$ cat src/hw/rtl/tvsd_pkg.sv
// Shared types and constants for the tagged value stream decoder.
package tvsd_pkg;

  // Result kinds carried on the output tuser
  localparam logic [2:0] KIND_INT     = 3'd0;
  localparam logic [2:0] KIND_DOUBLE  = 3'd1;
  localparam logic [2:0] KIND_RAWHDR  = 3'd2;
  localparam logic [2:0] KIND_RAWBYTE = 3'd3;
  localparam logic [2:0] KIND_HOOK    = 3'd4;
  localparam logic [2:0] KIND_CODE    = 3'd5;
  localparam logic [2:0] KIND_TRUNC   = 3'd6;
  localparam logic [2:0] KIND_END     = 3'd7;

  // Header code boundaries
  localparam logic [7:0] CODE_SMALL_MAX  = 8'd63;
  localparam logic [7:0] CODE_NEG_MAX    = 8'd123;
  localparam logic [7:0] CODE_HOOK       = 8'd124;
  localparam logic [7:0] CODE_DBL_NEG1   = 8'd125;
  localparam logic [7:0] CODE_DBL_ZERO   = 8'd126;
  localparam logic [7:0] CODE_DBL_MAX    = 8'd127;
  localparam logic [7:0] CODE_RAW_BASE   = 8'd128;
  localparam logic [7:0] CODE_RAW_MAX    = 8'd227;
  localparam logic [7:0] CODE_RAWLEN_MAX = 8'd231;
  localparam logic [7:0] CODE_INT_MAX    = 8'd235;
  localparam logic [7:0] CODE_DOUBLE     = 8'd236;

  // IEEE double bit patterns for the constant doubles
  localparam logic [63:0] DBL_NEG_ONE = 64'hBFF0_0000_0000_0000;
  localparam logic [63:0] DBL_ONE     = 64'h3FF0_0000_0000_0000;

  // Results caused by one input byte: an optional token, then an optional end/truncated
  typedef struct packed {
    logic        res_v;
    logic [2:0]  res_kind;
    logic [63:0] res_value;
    logic        tail_v;
    logic [2:0]  tail_kind;
  } tvsd_pair_t;

endpackage

$ cat src/hw/rtl/tvsd_parser.sv
// Parse state and single-pass decode of one stream byte into a result pair.
module tvsd_parser (
  input  logic                clk_i,
  input  logic                rst_ni,
  input  logic                fire_i,
  input  logic [7:0]          byte_i,
  input  logic                final_i,
  output tvsd_pkg::tvsd_pair_t pair_o
);
  import tvsd_pkg::*;

  localparam logic [2:0] PH_HEADER  = 3'd0;
  localparam logic [2:0] PH_LENGTH  = 3'd1;
  localparam logic [2:0] PH_INT     = 3'd2;
  localparam logic [2:0] PH_DOUBLE  = 3'd3;
  localparam logic [2:0] PH_PAYLOAD = 3'd4;

  logic [2:0]  phase_q, phase_d;
  logic [1:0]  wlog_q, wlog_d;     // log2 of the field width in bytes
  logic [3:0]  need_q, need_d;
  logic [63:0] gath_q, gath_d;
  logic [63:0] left_q, left_d;

  logic        take_hdr;
  logic [3:0]  fw;
  logic [2:0]  pos;
  logic [3:0]  need_dec;
  logic [63:0] gath_ins;
  logic [63:0] int_ext;
  logic [7:0]  neg_small;

  assign fw        = 4'd1 << wlog_q;
  assign pos       = 3'(fw - need_q);
  assign need_dec  = need_q - 4'd1;
  assign neg_small = CODE_SMALL_MAX - byte_i;

  // Insert the byte into its little-endian lane
  always_comb begin
    gath_ins = gath_q;
    for (int i = 0; i < 8; i++) begin
      if (pos == 3'(i)) gath_ins[i*8 +: 8] = gath_q[i*8 +: 8] | byte_i;
    end
  end

  // Sign extension of a finished integer field
  always_comb begin
    case (wlog_q)
      2'd0:    int_ext = {{56{gath_ins[7]}}, gath_ins[7:0]};
      2'd1:    int_ext = {{48{gath_ins[15]}}, gath_ins[15:0]};
      2'd2:    int_ext = {{32{gath_ins[31]}}, gath_ins[31:0]};
      default: int_ext = gath_ins;
    endcase
  end

  // Next state and results
  always_comb begin
    phase_d  = phase_q;
    wlog_d   = wlog_q;
    need_d   = need_q;
    gath_d   = gath_q;
    left_d   = left_q;
    pair_o   = '0;
    take_hdr = 1'b0;

    unique case (phase_q)
      PH_LENGTH, PH_INT, PH_DOUBLE: begin
        if (need_q == 4'd0 || need_q > 4'd8) begin
          take_hdr = 1'b1;
        end else begin
          need_d = need_dec;
          gath_d = gath_ins;
          if (need_dec == 4'd0) begin
            gath_d       = '0;
            phase_d      = PH_HEADER;
            pair_o.res_v = 1'b1;
            if (phase_q == PH_LENGTH) begin
              pair_o.res_kind  = KIND_RAWHDR;
              pair_o.res_value = gath_ins;
              if (gath_ins != 64'd0) begin
                left_d  = gath_ins;
                phase_d = PH_PAYLOAD;
              end
            end else if (phase_q == PH_INT) begin
              pair_o.res_kind  = KIND_INT;
              pair_o.res_value = int_ext;
            end else begin
              pair_o.res_kind  = KIND_DOUBLE;
              pair_o.res_value = gath_ins;
            end
          end
        end
      end
      PH_PAYLOAD: begin
        pair_o.res_v     = 1'b1;
        pair_o.res_kind  = KIND_RAWBYTE;
        pair_o.res_value = {56'd0, byte_i};
        left_d           = left_q - 64'd1;
        if (left_d == 64'd0) phase_d = PH_HEADER;
      end
      default: take_hdr = 1'b1;
    endcase

    // Header byte decode
    if (take_hdr) begin
      phase_d = PH_HEADER;
      if (byte_i <= CODE_SMALL_MAX) begin
        pair_o.res_v     = 1'b1;
        pair_o.res_kind  = KIND_INT;
        pair_o.res_value = {56'd0, byte_i};
      end else if (byte_i <= CODE_NEG_MAX) begin
        pair_o.res_v     = 1'b1;
        pair_o.res_kind  = KIND_INT;
        pair_o.res_value = {{56{neg_small[7]}}, neg_small};
      end else if (byte_i == CODE_HOOK) begin
        pair_o.res_v     = 1'b1;
        pair_o.res_kind  = KIND_HOOK;
      end else if (byte_i <= CODE_DBL_MAX) begin
        pair_o.res_v     = 1'b1;
        pair_o.res_kind  = KIND_DOUBLE;
        pair_o.res_value = (byte_i == CODE_DBL_NEG1) ? DBL_NEG_ONE :
                           (byte_i == CODE_DBL_ZERO) ? 64'd0 : DBL_ONE;
      end else if (byte_i <= CODE_RAW_MAX) begin
        pair_o.res_v     = 1'b1;
        pair_o.res_kind  = KIND_RAWHDR;
        pair_o.res_value = {56'd0, byte_i - CODE_RAW_BASE};
        if (byte_i != CODE_RAW_BASE) begin
          left_d  = {56'd0, byte_i - CODE_RAW_BASE};
          phase_d = PH_PAYLOAD;
        end
      end else if (byte_i <= CODE_DOUBLE) begin
        gath_d = '0;
        if (byte_i == CODE_DOUBLE) begin
          wlog_d  = 2'd3;
          need_d  = 4'd8;
          phase_d = PH_DOUBLE;
        end else begin
          wlog_d  = byte_i[1:0];
          need_d  = 4'd1 << byte_i[1:0];
          phase_d = (byte_i <= CODE_RAWLEN_MAX) ? PH_LENGTH : PH_INT;
        end
      end else begin
        pair_o.res_v     = 1'b1;
        pair_o.res_kind  = KIND_CODE;
        pair_o.res_value = {56'd0, byte_i};
      end
    end

    // Last byte of the buffer: close it and return to reset state
    if (final_i) begin
      pair_o.tail_v    = 1'b1;
      pair_o.tail_kind = (phase_d == PH_HEADER) ? KIND_END : KIND_TRUNC;
      phase_d = PH_HEADER;
      wlog_d  = 2'd3;
      need_d  = '0;
      gath_d  = '0;
      left_d  = '0;
    end
  end

  always_ff @(posedge clk_i or negedge rst_ni) begin
    if (!rst_ni) begin
      phase_q <= PH_HEADER;
      wlog_q  <= 2'd3;
      need_q  <= '0;
      gath_q  <= '0;
      left_q  <= '0;
    end else if (fire_i) begin
      phase_q <= phase_d;
      wlog_q  <= wlog_d;
      need_q  <= need_d;
      gath_q  <= gath_d;
      left_q  <= left_d;
    end
  end

  // Payload phase always has bytes left to forward
  a_payload_left: assert property (@(posedge clk_i) disable iff (!rst_ni)
    phase_q == PH_PAYLOAD |-> left_q != 64'd0)
    else $error("payload phase with zero bytes left");

  // Field phases keep a byte count within the field width
  a_need_range: assert property (@(posedge clk_i) disable iff (!rst_ni)
    (phase_q == PH_LENGTH || phase_q == PH_INT || phase_q == PH_DOUBLE)
      |-> (need_q != 4'd0 && need_q <= fw))
    else $error("field byte count out of range");

endmodule

$ cat src/hw/rtl/tvsd_out.sv
// Result register with a skid stage; serializes each result pair onto the output.
module tvsd_out (
  input  logic                 clk_i,
  input  logic                 rst_ni,
  input  logic                 push_i,
  input  tvsd_pkg::tvsd_pair_t pair_i,
  output logic                 ready_o,
  output logic                 valid_o,
  input  logic                 ready_i,
  output logic [2:0]           kind_o,
  output logic [63:0]          value_o,
  output logic                 last_o
);
  import tvsd_pkg::*;

  tvsd_pair_t cur_q, cur_d;
  tvsd_pair_t skid_q, skid_d;
  logic       skid_v_q, skid_v_d;
  logic       fire;
  logic       cur_done;
  logic       cur_free;

  assign valid_o  = cur_q.res_v | cur_q.tail_v;
  assign fire     = valid_o & ready_i;
  assign cur_done = fire & ~(cur_q.res_v & cur_q.tail_v);
  assign cur_free = ~valid_o | cur_done;
  assign ready_o  = ~skid_v_q;

  // Token first, then the end/truncated marker
  assign kind_o  = cur_q.res_v ? cur_q.res_kind : cur_q.tail_kind;
  assign value_o = cur_q.res_v ? cur_q.res_value : 64'd0;
  assign last_o  = cur_q.res_v ? ~cur_q.tail_v : 1'b1;

  always_comb begin
    cur_d    = cur_q;
    skid_d   = skid_q;
    skid_v_d = skid_v_q;
    if (fire) cur_d.res_v = 1'b0;
    if (cur_done) cur_d.tail_v = 1'b0;
    if (push_i) begin
      if (cur_free) begin
        cur_d = pair_i;
      end else begin
        skid_d   = pair_i;
        skid_v_d = 1'b1;
      end
    end else if (cur_free && skid_v_q) begin
      cur_d    = skid_q;
      skid_v_d = 1'b0;
    end
  end

  always_ff @(posedge clk_i or negedge rst_ni) begin
    if (!rst_ni) begin
      cur_q    <= '0;
      skid_v_q <= 1'b0;
    end else begin
      cur_q    <= cur_d;
      skid_v_q <= skid_v_d;
    end
  end

  always_ff @(posedge clk_i) begin
    skid_q <= skid_d;
  end

  // The skid stage only fills behind a busy result register
  a_skid_behind: assert property (@(posedge clk_i) disable iff (!rst_ni)
    skid_v_q |-> valid_o)
    else $error("skid stage holds a pair with the result register empty");

  // A push into a busy, unfinished result register lands in the skid stage
  a_skid_fill: assert property (@(posedge clk_i) disable iff (!rst_ni)
    (push_i && valid_o && !cur_done) |=> skid_v_q)
    else $error("pushed pair lost while result register busy");

endmodule

$ cat src/hw/rtl/tagged_value_stream_decoder.sv
// Top level of the tagged value stream decoder.
//
//  Channel  Dir  Signals                   Contents
//  s_axis   in   tvalid/tready/tdata/tlast tdata[7:0] data_byte; tlast final_byte
//  m_axis   out  tvalid/tready/tdata/tuser tdata[63:0] value; tuser[2:0] kind;
//                /tlast                    tlast run_last
//
// One byte is taken per cycle while the skid stage is empty; the parse state and the
// decode of that byte settle in the same cycle and land in the result register. A byte
// causing two results (a token followed by end or truncated) sends both, token first. A
// skid stage behind the result register lets one more byte in while a result waits, so
// the input stalls only when both are full. Reset is asynchronous and active low and
// leaves the block expecting a header byte with no results pending.
module tagged_value_stream_decoder (
  input  logic        clk_i,
  input  logic        rst_ni,
  input  logic        s_axis_tvalid,
  output logic        s_axis_tready,
  input  logic [7:0]  s_axis_tdata,   // [7:0] data_byte
  input  logic        s_axis_tlast,
  output logic        m_axis_tvalid,
  input  logic        m_axis_tready,
  output logic [63:0] m_axis_tdata,   // [63:0] value
  output logic [2:0]  m_axis_tuser,   // [2:0] kind
  output logic        m_axis_tlast
);
  import tvsd_pkg::*;

  tvsd_pair_t pair;
  logic       in_fire;
  logic       push;

  assign in_fire = s_axis_tvalid & s_axis_tready;
  assign push    = in_fire & (pair.res_v | pair.tail_v);

  // Byte decode and parse state
  tvsd_parser u_parser (
    .clk_i   (clk_i),
    .rst_ni  (rst_ni),
    .fire_i  (in_fire),
    .byte_i  (s_axis_tdata),
    .final_i (s_axis_tlast),
    .pair_o  (pair)
  );

  // Result register, skid stage and output sequencing
  tvsd_out u_out (
    .clk_i   (clk_i),
    .rst_ni  (rst_ni),
    .push_i  (push),
    .pair_i  (pair),
    .ready_o (s_axis_tready),
    .valid_o (m_axis_tvalid),
    .ready_i (m_axis_tready),
    .kind_o  (m_axis_tuser),
    .value_o (m_axis_tdata),
    .last_o  (m_axis_tlast)
  );

endmodule

$ cat config.mk
export PLATFORM = sky130hd
export DESIGN_NAME = tagged_value_stream_decoder
export DESIGN_NICKNAME = d
export VERILOG_FILES = /design/src/hw/rtl/tvsd_pkg.sv /design/src/hw/rtl/tvsd_parser.sv /design/src/hw/rtl/tvsd_out.sv /design/src/hw/rtl/tagged_value_stream_decoder.sv
export SDC_FILE = /design/constraint.sdc
export NUM_CORES = 1
export LEC_CHECK = 0
export BUFFER_PORTS_ARGS = -buffer_cell sky130_fd_sc_hd__buf_2
export CAP_MARGIN = 25
export CELL_PAD_IN_SITES_DETAIL_PLACEMENT = 0
export CELL_PAD_IN_SITES_GLOBAL_PLACEMENT = 2
export CORE_UTILIZATION = 40
export CTS_BUF_LIST = sky130_fd_sc_hd__clkbuf_8
export DETAILED_ROUTE_END_ITERATION = 8
export GPL_ROUTABILITY_DRIVEN = 0
export GPL_TIMING_DRIVEN = 0
export MAX_ROUTING_LAYER = met4
export PLACE_DENSITY = 0.84
export SLEW_MARGIN = 20
export SYNTH_ARGS = -nofsm -noshare
export SYNTH_HDL_FRONTEND = slang
export SYNTH_SLANG_ARGS = --single-unit
$ cat constraint.sdc
create_clock -name clk_i -period 7.2 [get_ports clk_i]
set_input_delay 0.36 -clock clk_i [delete_from_list [all_inputs] [get_ports clk_i]]
set_output_delay 0.36 -clock clk_i [all_outputs]
set_load 0.05 [all_outputs]
==> impl_metrics.sql, run 1 <==
INSERT INTO impl_metrics (metric_group, metric, value, unit) VALUES
('status', 'outcome', 'finished clean', ''),
('cts', 'max-clock-path-buffers', '3', ''),
('cts', 'cts-htree-levels', '2', ''),
('die', 'initial_utilization', '41.0', '%'),
('sta', 'fmaxAchievable', '181', 'MHz'),
('synth', 'synthArstFlopShare', '74.9', '%'),
('drt', 'antenna_left', '0', ''),
('cts', 'clock_tree.root_cell', 'sky130_fd_sc_hd__clkbuf_8', ''),
('setup_path', 'critical_path.endpoint_type', 'register', ''),
('min_path', 'whs_endpoint', 'u_out.skid_q[1]', ''),
('placement', 'placedCellCount', '2486', ''),
('cts', 'clk-insertion-delay-late', '0.66', 'ns'),
('synth', 'synth.lib_cells_used.distinct', '92', ''),
('finish', 'ant_diodes', '0', ''),
('synth', 'yosysTopAreaCell', 'sky130_fd_sc_hd__dfrtp_1', ''),
('sta', 'worst_pin_slew', '1.08', 'ns'),
('drt', 'drt-initial-drc-count', '1557', ''),
('sta', 'final-hold-violation-count', '0', ''),
('sta', 'portion_of_the_clock_cycle_consumed_by_the_worst_path_in_the_final_layout', '76.9', '%'),
('placement', 'port_buffers', '78', ''),
('sta', 'final_critical_path_time_including_i_o_delays_and_setup', '5.54', 'ns'),
('finish', 'fin_cells', '2581', ''),
('finish', 'final-seq-area', '7330', 'sq um'),
('setup_path', 'rr_endpoint', 'u_parser.left_q[18]', ''),
('setup_path', 'critical_path.max_fanout', '10', ''),
('finish', 'design_area', '18800', 'sq um'),
('min_path', 'holdCritPathClass', 'input port to register', ''),
('setup_path', 'rr_startpoint', 'u_parser.wlog_q[0]', ''),
('setup_path', 'reg2reg_setup_slack', '1.66', 'ns'),
('sta', 'pins_over_their_slew_limit', '0', ''),
('setup_path', 'cp_launch_point', 'u_parser.wlog_q[0]', ''),
('finish', 'flow.area_growth_from_synthesis', '14.5', '%'),
('finish', 'drive_above_1_share', '13.1', '%'),
('synth', 'synth-warning-count', '0', ''),
('finish', 'layout.filler_cells', '3951', ''),
('synth', 'synth_seq_area_share', '44.6', '%'),
('die', 'core.rowCount', '73', ''),
('sta', 'rsz0062_at_grt', 'no', ''),
('setup_path', 'cp_data_arrival_time', '6.09', 'ns'),
('power_and_ir_drop', 'power', '7910', 'uW'),
('synth', 'mapped_nets', '1896', ''),
('die', 'width_of_the_chip', '205', 'um'),
('global_route', 'via_count_of_the_first_global_routing_pass', '15200', ''),
('sta', 'finalSetupViolations', '0', ''),
('synth', 'yosysTopAreaCellShare', '31.5', '%'),
('cts', 'worst_setup_hold_path_clk_slew', '0.06', 'ns'),
('setup_path', 'critPathKind', 'register to register', ''),
('power_and_ir_drop', 'p_per_area', '420', 'nW/um^2'),
('cts', 'cts-buffers-inserted', '50', ''),
('power_and_ir_drop', 'leakage', '0.00775', 'uW'),
('global_route', 'antenna_violations_before_repair', '0', ''),
('global_route', 'grt_max_degree', '95', ''),
('finish', 'net_count_reported_at_finish', '2039', ''),
('synth', 'synth_flop_cell', 'sky130_fd_sc_hd__dfrtp_1', ''),
('synth', 'synth-edff-count', '70', ''),
('drt', 'routedWlPerCell', '25.5', 'um'),
('sta', 'fin_skew', '0.0181', 'ns'),
('placement', 'pre_cts_ws', '1.64', 'ns'),
('sta', 'postLayoutSetupSlackWorst', '1.66', 'ns'),
('die', 'die_y', '205', 'um'),
('die', 'core-area', '40100', 'sq um'),
('setup_path', 'cp_data_required_time', '7.75', 'ns'),
('placement', 'postPlaceCellArea', '17700', 'sq um'),
('sta', 'slew_headroom', '27.1', '%'),
('drt', 'wirelength', '65.8', 'mm'),
('sta', 'final.setup.tns', '0', 'ns'),
('synth', 'synthMostInstantiatedCell', 'sky130_fd_sc_hd__dfrtp_1', ''),
('synth', 'syn_area', '16400', 'sq um'),
('drt', 'num_vias', '15900', ''),
('synth', 'post_synth_inst_count', '1873', ''),
('synth', 'postSynthRegisterBits', '279', '');
==> metrics by stage <==
stage | utilization [%] | hold WS (ns)
floorplan | - | 0.0644
global placement | 43.6 | 0.468
detailed placement | 44.1 | 0.277
CTS | 46.9 | 0.0155
global route | 46.9 | 0.0190
finish | 46.9 | 0.0597
==> kinds of logic (layout without fill, tap and decap cells) <==
group                    Yosys count  in the layout  synth area share, %
adder cells (fa/ha/maj)           11             11                0.868
flip-flops                       279            279                 44.6
multiplexers                      19             19                 1.17
buffers and inverters            189            372                 4.50
AND/OR/NAND/NOR                  777            777                 24.6
AO/OA/AOI/OAI                    578            578                 23.1
XOR/XNOR                          20             20                 1.16
==> metal layers <==
metal	wire length [um]	GRT usage, %
met5	0	-
met2	28900	48.5
met1	28200	42.6
met3	5600	7.03
met4	3110	14.6
==> worst max-delay path, cell delays in order, from the launching register on <==
cell and delay, ns:
sky130_fd_sc_hd__dfstp_2 0.36, sky130_fd_sc_hd__clkbuf_1 0.21, sky130_fd_sc_hd__or2_2 0.34, sky130_fd_sc_hd__ha_1 0.20, sky130_fd_sc_hd__fa_1 0.43, sky130_fd_sc_hd__xnor2_2 0.32
sky130_fd_sc_hd__xnor2_1 0.23, sky130_fd_sc_hd__buf_2 0.25, sky130_fd_sc_hd__a31oi_1 0.59, sky130_fd_sc_hd__nand4_1 0.28, sky130_fd_sc_hd__nor4_1 0.42, sky130_fd_sc_hd__a31oi_2 0.31
sky130_fd_sc_hd__o21ai_2 0.79, sky130_fd_sc_hd__buf_2 0.44, sky130_fd_sc_hd__o21ai_0 0.15, sky130_fd_sc_hd__o221ai_1 0.10
==> worst max-delay path by stage <==
stage	to	slack (ns)	depth (start not counted)
3_5_place_dp	u_parser.left_q[7]	1.64	16
4_1_cts	u_parser.left_q[18]	1.88	15
2_1_floorplan	u_out.skid_q[0]	1.20	11
6_report	u_parser.left_q[18]	1.66	15
5_1_grt	u_parser.left_q[47]	1.55	15
3_3_place_gp	u_out.skid_q[49]	-1.41	12
==> registers in the layout, summed over array words and instances (netlist names) <==
| signal | flops |
|---|---|
| u_out.cur_q | 71 |
| u_out.skid_q | 70 |
| u_out.skid_v_q | 1 |
| u_parser.gath_q | 64 |
| u_parser.left_q | 64 |
| u_parser.need_q | 4 |
| u_parser.phase_q | 3 |
| u_parser.wlog_q | 2 |
==> layout by cell type (no fill, tap or decap), types with 22 or more instances in the layout <==
cell                         n
sky130_fd_sc_hd__nand2_1   147
sky130_fd_sc_hd__o22ai_1    25
sky130_fd_sc_hd__a21oi_1   186
sky130_fd_sc_hd__clkbuf_1  129
sky130_fd_sc_hd__dfrtp_1   207
sky130_fd_sc_hd__edfxtp_1   70
sky130_fd_sc_hd__nand2b_1   22
sky130_fd_sc_hd__clkbuf_8   61
sky130_fd_sc_hd__inv_1      46
sky130_fd_sc_hd__o211ai_1   26
sky130_fd_sc_hd__nand3_1    29
sky130_fd_sc_hd__nor4_1     55
sky130_fd_sc_hd__nor2_1    199
sky130_fd_sc_hd__o21ai_0   126
sky130_fd_sc_hd__o221a_2    44
sky130_fd_sc_hd__and2_1     95
sky130_fd_sc_hd__buf_2      95
sky130_fd_sc_hd__or3_1      64
sky130_fd_sc_hd__nor3_1     53
==> area by class of cell <==
| class | count | area share [%] |
|---|---|---|
| Multi-Input combinational cell | 1405 | 44.7 |
| Sequential cell | 279 | 39.0 |
| Clock buffer | 61 | 4.46 |
| Tap cell | 525 | 3.49 |
| Buffer | 154 | 3.23 |
| Timing Repair Buffer | 91 | 3.00 |
| Clock inverter | 31 | 1.39 |
| Inverter | 35 | 0.698 |
==> timing repair <==
action	CTS	global route
endpoints found under the setup margin	0	0
hold buffers	2	0
gates resized for setup	0	0
endpoints found under the hold margin	51	0
==> power breakdown <==
group	switching, uW	leakage, uW	internal (uW)
registers	211	0.00341	2020
logic	2770	0.00374	1260
clock network	727	0.000604	916
total	3710	0.00775	4200
(Power assumes the default switching activity.)
==> inputs of run 2 (changes only) <==
==> constraint.sdc (replaced) <==
create_clock -name clk_i -period 5.5 [get_ports clk_i]
set_input_delay 0.275 -clock clk_i [delete_from_list [all_inputs] [get_ports clk_i]]
set_output_delay 0.275 -clock clk_i [all_outputs]
set_load 0.05 [all_outputs]
==> run 2 against run 1 <==
Compared with the run above: count of clock-buffer cells in the layout grew 1; register-to-register slack lost 1.6 ns; clock skew grew 0.0063 ns; die area did not move; largest cell class unchanged.
==> impl_metrics.sql, run 2 (same netlist as run 1, synthesis figures left out) <==
INSERT INTO impl_metrics (metric_group, metric, value, unit) VALUES
('status', 'outcome', 'finished clean', ''),
('die', 'core.rowCount', '73', ''),
('setup_path', 'critical_path.max_fanout', '10', ''),
('setup_path', 'path_delay_family', 'simple AND/OR/NAND/NOR gates', ''),
('sta', 'finalSetupViolations', '0', ''),
('die', 'width_of_the_chip', '205', 'um'),
('power_and_ir_drop', 'power', '10300', 'uW'),
('sta', 'pins_over_their_slew_limit', '0', ''),
('drt', 'drt-initial-drc-count', '1924', ''),
('die', 'io_pins', '83', ''),
('power_and_ir_drop', 'leakage', '0.00776', 'uW'),
('finish', 'layout.cells.most_common_list', 'sky130_fd_sc_hd__dfrtp_1 (207), sky130_fd_sc_hd__nor2_1 (199), sky130_fd_sc_hd__a21oi_1 (186)', ''),
('drt', 'antenna_left', '0', ''),
('finish', 'final_common_cell', 'sky130_fd_sc_hd__dfrtp_1', ''),
('finish', 'layout_top_registers', 'u_out.cur_q: 71 flops, u_out.skid_q: 70 flops', ''),
('cts', 'clock_tree.root_cell', 'sky130_fd_sc_hd__clkbuf_8', ''),
('setup_path', 'cp.buffers_inverters', '3', ''),
('setup_path', 'worst_r2r_path_depth', '14', ''),
('cts', 'clk-insertion-delay-late', '0.66', 'ns'),
('setup_path', 'critical_path.endpoint_type', 'register', ''),
('global_route', 'gr-total-overflow', '0', ''),
('drt', 'detailedRoute.firstPassIterationCount', '5', ''),
('die', 'die_y', '205', 'um'),
('finish', 'fin_cells', '2586', ''),
('finish', 'flip_flop_count_of_the_largest_register_all_copies_and_words_added', '71', ''),
('cts', 'clock_sinks', '279', ''),
('job', 'maxCapViolations', '0', ''),
('sta', 'slew_headroom', '27.1', '%'),
('power_and_ir_drop', 'p_per_area', '547', 'nW/um^2'),
('sta', 'fmaxAchievable', '184', 'MHz'),
('sta', 'worst_pin_slew', '1.09', 'ns'),
('placement', 'port_buffers', '78', ''),
('setup_path', 'critPathKind', 'register to register', ''),
('die', 'initial_utilization', '41.0', '%'),
('cts', 'cts-htree-levels', '2', ''),
('power_and_ir_drop', 'vdd_drop_max', '0.319', 'mV'),
('finish', 'drive_above_1_share', '13.2', '%'),
('sta', 'final-hold-violation-count', '0', ''),
('finish', 'ant_diodes', '0', ''),
('setup_path', 'critical-path-max-stage-delay', '0.88', 'ns'),
('setup_path', 'worstSetupPathDepth', '14', ''),
('setup_path', 'startpoint_type', 'register', ''),
('setup_path', 'cp_slowest_cell', 'sky130_fd_sc_hd__nor3_1', ''),
('global_route', 'wire_length_of_the_first_global_routing_pass', '98.8', 'mm'),
('sta', 'fin_skew', '0.0244', 'ns'),
('die', 'fp.dieArea', '41900', 'sq um'),
('finish', 'flow.area_growth_from_synthesis', '14.3', '%'),
('cts', 'cts_tree', 'done', ''),
('die', 'core-area', '40100', 'sq um'),
('sta', 'rsz0062_at_grt', 'no', ''),
('cts', 'worst_setup_hold_path_clk_slew', '0.07', 'ns'),
('placement', 'placedCellCount', '2487', ''),
('setup_path', 'path_cells', 'clkbuf_1 > or2_2 > ha_1 > fa_1 > xnor2_2 > xor2_2 > nor3_1 > a221oi_1 > and4_1 > a31oi_2 > buf_2 > nor2_1 > o21ai_1 > inv_1', ''),
('min_path', 'holdCritPathClass', 'input port to asynchronous set/reset pin', ''),
('cts', 'max-clock-path-buffers', '3', ''),
('drt', 'drt-vias-per-instance', '6.25', ''),
('global_route', 'via_count_of_the_first_global_routing_pass', '15200', ''),
('sta', 'portion_of_the_clock_cycle_consumed_by_the_worst_path_in_the_final_layout', '98.7', '%'),
('global_route', 'globalRouteTotalUtil', '32.7', '%'),
('cts', 'cts-buffers-inserted', '51', ''),
('finish', 'registers.top_by_ff_count', 'u_out.cur_q', ''),
('drt', 'num_vias', '16200', ''),
('placement', 'pre_cts_ws', '0.0242', 'ns'),
('placement', 'dp.final_hpwl', '49.9', 'mm'),
('drt', 'routedWlPerCell', '25.6', 'um'),
('global_route', 'antenna_violations_before_repair', '1', ''),
('setup_path', 'cp_data_arrival_time', '5.81', 'ns'),
('drt', 'drc_errors', '0', ''),
('drt', 'wirelength', '66.2', 'mm'),
('global_route', 'grt_max_degree', '89', ''),
('finish', 'net_count_reported_at_finish', '2043', ''),
('sta', 'postLayoutSetupSlackWorst', '0.0712', 'ns'),
('setup_path', 'cp_data_required_time', '5.88', 'ns'),
('sta', 'final_critical_path_time_including_i_o_delays_and_setup', '5.43', 'ns');
## run 2: repair_timing
item	CTS	global route
hold endpoints to repair	72	0
resized for setup	0	2
setup buffers	0	0
setup endpoints to repair	0	10
hold buffers	3	0
## run 2: stage by stage
stage / util, % / TNS (ns) / cell area, sq um / hold slack [ns]
after floorplan: - / 0 / 16400 / -0.0206
after global placement: 43.6 / -102.01 / 17500 / 0.480
after detailed placement: 44.1 / 0 / 17700 / 0.237
after CTS: 46.8 / 0 / 18800 / 0.135
after global routing: 46.8 / 0 / 18800 / 0.174
final: 46.8 / 0 / 18800 / 0.144
## run 2: path summary, 6_finish.rpt
check,startpoint,end,slack (ns)
max,u_parser.wlog_q[0],u_out.skid_q[0],0.07
min,rst_ni,u_out.cur_q[19],0.14
max reg2reg,u_parser.wlog_q[0],u_out.skid_q[0],0.07
min reg2reg,u_out.cur_q[54],u_out.cur_q[54],0.51
max in group asynchronous,rst_ni,u_parser.gath_q[41],4.46
min in group clk_i,s_axis_tdata[6],u_parser.gath_q[6],0.29
## run 2: power breakdown
part	switching, uW	internal [uW]	leakage (uW)
Clock	963	1080	0.000595
Sequential	281	2650	0.00341
Combinational	3650	1660	0.00376
## run 2: worst register-to-register path: cells and delay by family (launching register included)
family	cells	cell delay, ns
fa+ha+maj	2	0.63
simple gates	4	1.56
xor+xnor	2	0.57
compound gates	3	1.25
buf+inv	3	0.81
flops	1	0.37
## run 2: final cells by class
class	instances	area [sq um]
fillers	3982	21300
multi-input cells	1405	8430
flip-flops and latches	279	7330
clock buffers	62	853
well taps	525	657
plain buffers	154	608
repair buffers	94	582
clock inverters	32	191
inverters	35	131
## run 2: per-layer routing
layer | up-vias | track usage (%) | wire (um)
li1 | 7293 | - | -
met1 | 7754 | 42.8 | 28000
met3 | 189 | 5.98 | 5940
met4 | 0 | 13.5 | 2720
met2 | 939 | 49.5 | 29500
met5 | - | - | 0
==> inputs of run 3 (changes only) <==
--- a/config.mk
+++ b/config.mk
@@ -16,6 +16,7 @@
 export GPL_TIMING_DRIVEN = 0
 export MAX_ROUTING_LAYER = met4
 export PLACE_DENSITY = 0.84
+export REMOVE_ABC_BUFFERS = 1
 export SLEW_MARGIN = 20
 export SYNTH_ARGS = -nofsm -noshare
 export SYNTH_HDL_FRONTEND = slang
==> run 3 against run 2 <==
Compared with the run above: maximum frequency is 3.8% higher; largest power group unchanged; hold slack worse by 0.046 ns; global-route usage is 3.0 points lower; first-iteration DRC count is 17% lower; register-to-register slack better by 0.20 ns; critical path type unchanged; die area stayed put; total power is 0.78% lower.
==> impl_metrics.sql, run 3 (same netlist as run 1, synthesis figures left out) <==
INSERT INTO impl_metrics (metric_group, metric, value, unit) VALUES
('cts', 'clock_sinks', '279', ''),
('sta', 'fmaxAchievable', '191', 'MHz'),
('min_path', 'worst_hold_startpoint', 's_axis_tlast', ''),
('setup_path', 'startpoint_type', 'register', ''),
('drt', 'drt-vias-per-instance', '6.23', ''),
('die', 'die_y', '205', 'um'),
('global_route', 'wire_length_of_the_first_global_routing_pass', '91.9', 'mm'),
('min_path', 'holdCritPathClass', 'input port to register', ''),
('setup_path', 'cp_launch_point', 'u_parser.phase_q[1]', ''),
('cts', 'post-cts-setup-buffers', '0', ''),
('finish', 'layout_top_registers', 'u_out.cur_q: 71 flops, u_out.skid_q: 70 flops', ''),
('power_and_ir_drop', 'p_comb_share', '50.3', '%'),
('cts', 'worst_setup_hold_path_clk_slew', '0.06', 'ns'),
('setup_path', 'cp_data_arrival_time', '5.76', 'ns'),
('finish', 'layout.cells.most_common_list', 'sky130_fd_sc_hd__dfrtp_1 (206), sky130_fd_sc_hd__nor2_1 (195), sky130_fd_sc_hd__a21oi_1 (183)', ''),
('cts', 'clk-insertion-delay-late', '0.65', 'ns'),
('finish', 'net_count_reported_at_finish', '1914', ''),
('global_route', 'via_count_of_the_first_global_routing_pass', '14600', ''),
('job', 'maxCapViolations', '0', ''),
('drt', 'num_vias', '15300', ''),
('drt', 'drt-initial-drc-count', '1595', ''),
('placement', 'pre_cts_ws', '0.0493', 'ns'),
('sta', 'final-hold-violation-count', '0', ''),
('global_route', 'grt_max_degree', '87', ''),
('sta', 'slew_headroom', '27.7', '%'),
('setup_path', 'cp_data_required_time', '6.03', 'ns'),
('cts', 'clock_tree.root_cell', 'sky130_fd_sc_hd__clkbuf_8', ''),
('cts', 'cts-htree-levels', '2', ''),
('cts', 'cts_tree', 'done', ''),
('finish', 'flow.area_growth_from_synthesis', '13.7', '%'),
('power_and_ir_drop', 'total_switching_power', '4740', 'uW'),
('setup_path', 'crit_path_frequent_cell', 'sky130_fd_sc_hd__nand2_1', ''),
('sta', 'postLayoutSetupSlackWorst', '0.269', 'ns'),
('finish', 'multi_input_comb_area', '8540', 'sq um'),
('die', 'width_of_the_chip', '205', 'um'),
('global_route', 'globalRouteTotalUtil', '29.6', '%'),
('sta', 'portion_of_the_clock_cycle_consumed_by_the_worst_path_in_the_final_layout', '95.1', '%'),
('power_and_ir_drop', 'internal-power', '5450', 'uW'),
('setup_path', 'critical_path.max_fanout', '19', ''),
('finish', 'layout.filler_cells', '3945', ''),
('finish', 'flip_flop_count_of_the_largest_register_all_copies_and_words_added', '71', ''),
('cts', 'max-clock-path-buffers', '3', ''),
('drt', 'detailedRoute.firstPassIterationCount', '6', ''),
('placement', 'placedCellCount', '2359', ''),
('status', 'outcome', 'finished clean', ''),
('global_route', 'antenna_violations_before_repair', '1', ''),
('power_and_ir_drop', 'leakage', '0.00774', 'uW'),
('power_and_ir_drop', 'p_per_area', '545', 'nW/um^2'),
('global_route', 'gr-total-overflow', '0', ''),
('sta', 'worst_pin_slew', '1.08', 'ns'),
('drt', 'wirelength', '59.7', 'mm'),
('finish', 'final-seq-area', '7340', 'sq um'),
('cts', 'cts-buffers-inserted', '51', ''),
('die', 'core-area', '40100', 'sq um'),
('drt', 'routedWlPerCell', '24.3', 'um'),
('placement', 'dp.final_hpwl', '43.1', 'mm'),
('power_and_ir_drop', 'vdd_drop_max', '0.342', 'mV'),
('die', 'io_pins', '83', ''),
('finish', 'design_area', '18700', 'sq um'),
('power_and_ir_drop', 'power.share.sequential', '29.6', '%'),
('sta', 'final_critical_path_time_including_i_o_delays_and_setup', '5.23', 'ns'),
('sta', 'fin_skew', '0.0298', 'ns'),
('setup_path', 'cp_slowest_cell', 'sky130_fd_sc_hd__nor3_4', ''),
('finish', 'registers.top_by_ff_count', 'u_out.cur_q', ''),
('sta', 'final.setup.tns', '0', 'ns'),
('sta', 'finalSetupViolations', '0', ''),
('drt', 'drc_errors', '0', ''),
('placement', 'port_buffers', '82', ''),
('setup_path', 'critical_path.endpoint_type', 'register', ''),
('finish', 'final_common_cell', 'sky130_fd_sc_hd__dfrtp_1', ''),
('finish', 'drive_above_1_share', '15.7', '%'),
('sta', 'rsz0062_at_grt', 'no', ''),
('die', 'initial_utilization', '41.0', '%'),
('power_and_ir_drop', 'power.share.clock', '20.1', '%'),
('placement', 'postPlaceCellArea', '17600', 'sq um'),
('setup_path', 'critical-path-max-stage-delay', '0.86', 'ns'),
('power_and_ir_drop', 'power.switching_fraction', '46.5', '%'),
('setup_path', 'critPathKind', 'register to register', ''),
('drt', 'antenna_left', '0', ''),
('setup_path', 'rr_startpoint', 'u_parser.phase_q[1]', ''),
('sta', 'pins_over_their_slew_limit', '0', ''),
('setup_path', 'path_cells', 'or2_0 > nand2_1 > o211ai_1 > nor4_4 > nor3_4 > nand2_1 > o21ai_4 > a21oi_1 > o221ai_1', ''),
('die', 'fp.dieArea', '41900', 'sq um'),
('die', 'core.rowCount', '73', ''),
('finish', 'fin_cells', '2455', '');
run 3: changes by cell type in the layout (fill, tap and decap cells not counted), moves of 3 or more:
cell	delta
sky130_fd_sc_hd__clkbuf_1	-129
sky130_fd_sc_hd__nor2_2	+3
sky130_fd_sc_hd__buf_16	+7
sky130_fd_sc_hd__buf_1	-9
sky130_fd_sc_hd__buf_2	-10
sky130_fd_sc_hd__buf_8	+3
sky130_fd_sc_hd__nor2_1	-4
sky130_fd_sc_hd__buf_4	+6
sky130_fd_sc_hd__clkinv_1	-4
sky130_fd_sc_hd__buf_12	+4
sky130_fd_sc_hd__a21oi_1	-3
run 3: cell type report:
| cell class | instances | area share [%] |
|---|---|---|
| multi-input cells | 1405 | 45.7 |
| flip-flops and latches | 279 | 39.2 |
| repair buffers | 119 | 5.25 |
| clock buffers | 62 | 4.57 |
| well taps | 525 | 3.51 |
| clock inverters | 28 | 1.01 |
| inverters | 35 | 0.710 |
| diodes | 2 | 0.0268 |
run 3: path summary, 6_finish.rpt:
path | endpoint | slack, ns | cells after the start
worst max register to register | u_parser.left_q[58] | 0.27 | 9
worst max-delay path | u_parser.left_q[58] | 0.27 | 9
worst min-delay path | u_out.skid_q[1] | 0.1 | 1
min in group asynchronous | u_parser.need_q[1] | 0.17 | 2
max in group asynchronous | u_parser.left_q[36] | 4.48 | 3
worst min register to register | u_out.cur_q[6] | 0.49 | 2
run 3: what timing repair did:
action | in CTS | in global routing
gates resized for setup | 0 | 1
endpoints found under the hold margin | 60 | 0
endpoints found under the setup margin | 0 | 18
hold buffers | 2 | 0
run 3: per-layer routing:
metal	global-route usage, %	part of all wire, %	up-vias
met5	-	0	-
met4	10.7	3.2	0
met3	5.97	8.4	115
met2	42.4	43	665
met1	41.3	46	7509
li1	-	-	7005
run 3: worst max-delay path, delay by kind of cell (launching register included):
| kind | cells | cell delay, ns |
|---|---|---|
| DFF | 1 | 0.46 |
| AOI/OAI and AO/OA | 4 | 1.89 |
| and+or+nand+nor | 5 | 2.74 |
run 3: per-stage QoR:
step	util, %	total power, uW	hold slack [ns]
after floorplan	-	6540	-0.0206
after global placement	42.1	7920	0.481
after detailed placement	43.9	8090	0.254
after CTS	46.5	10200	0.0454
after global routing	46.6	10800	0.0743
final	46.6	10200	0.0985
run 3: power groups by stage:
stage               clock [uW]  sequential, uW  combinational, uW
detailed placement           0            3040               5050
floorplan                    0            2950               3600
finish                    2050            3020               5120
global placement             0            3090               4830
global route              2200            3080               5510
CTS                       2090            3010               5070
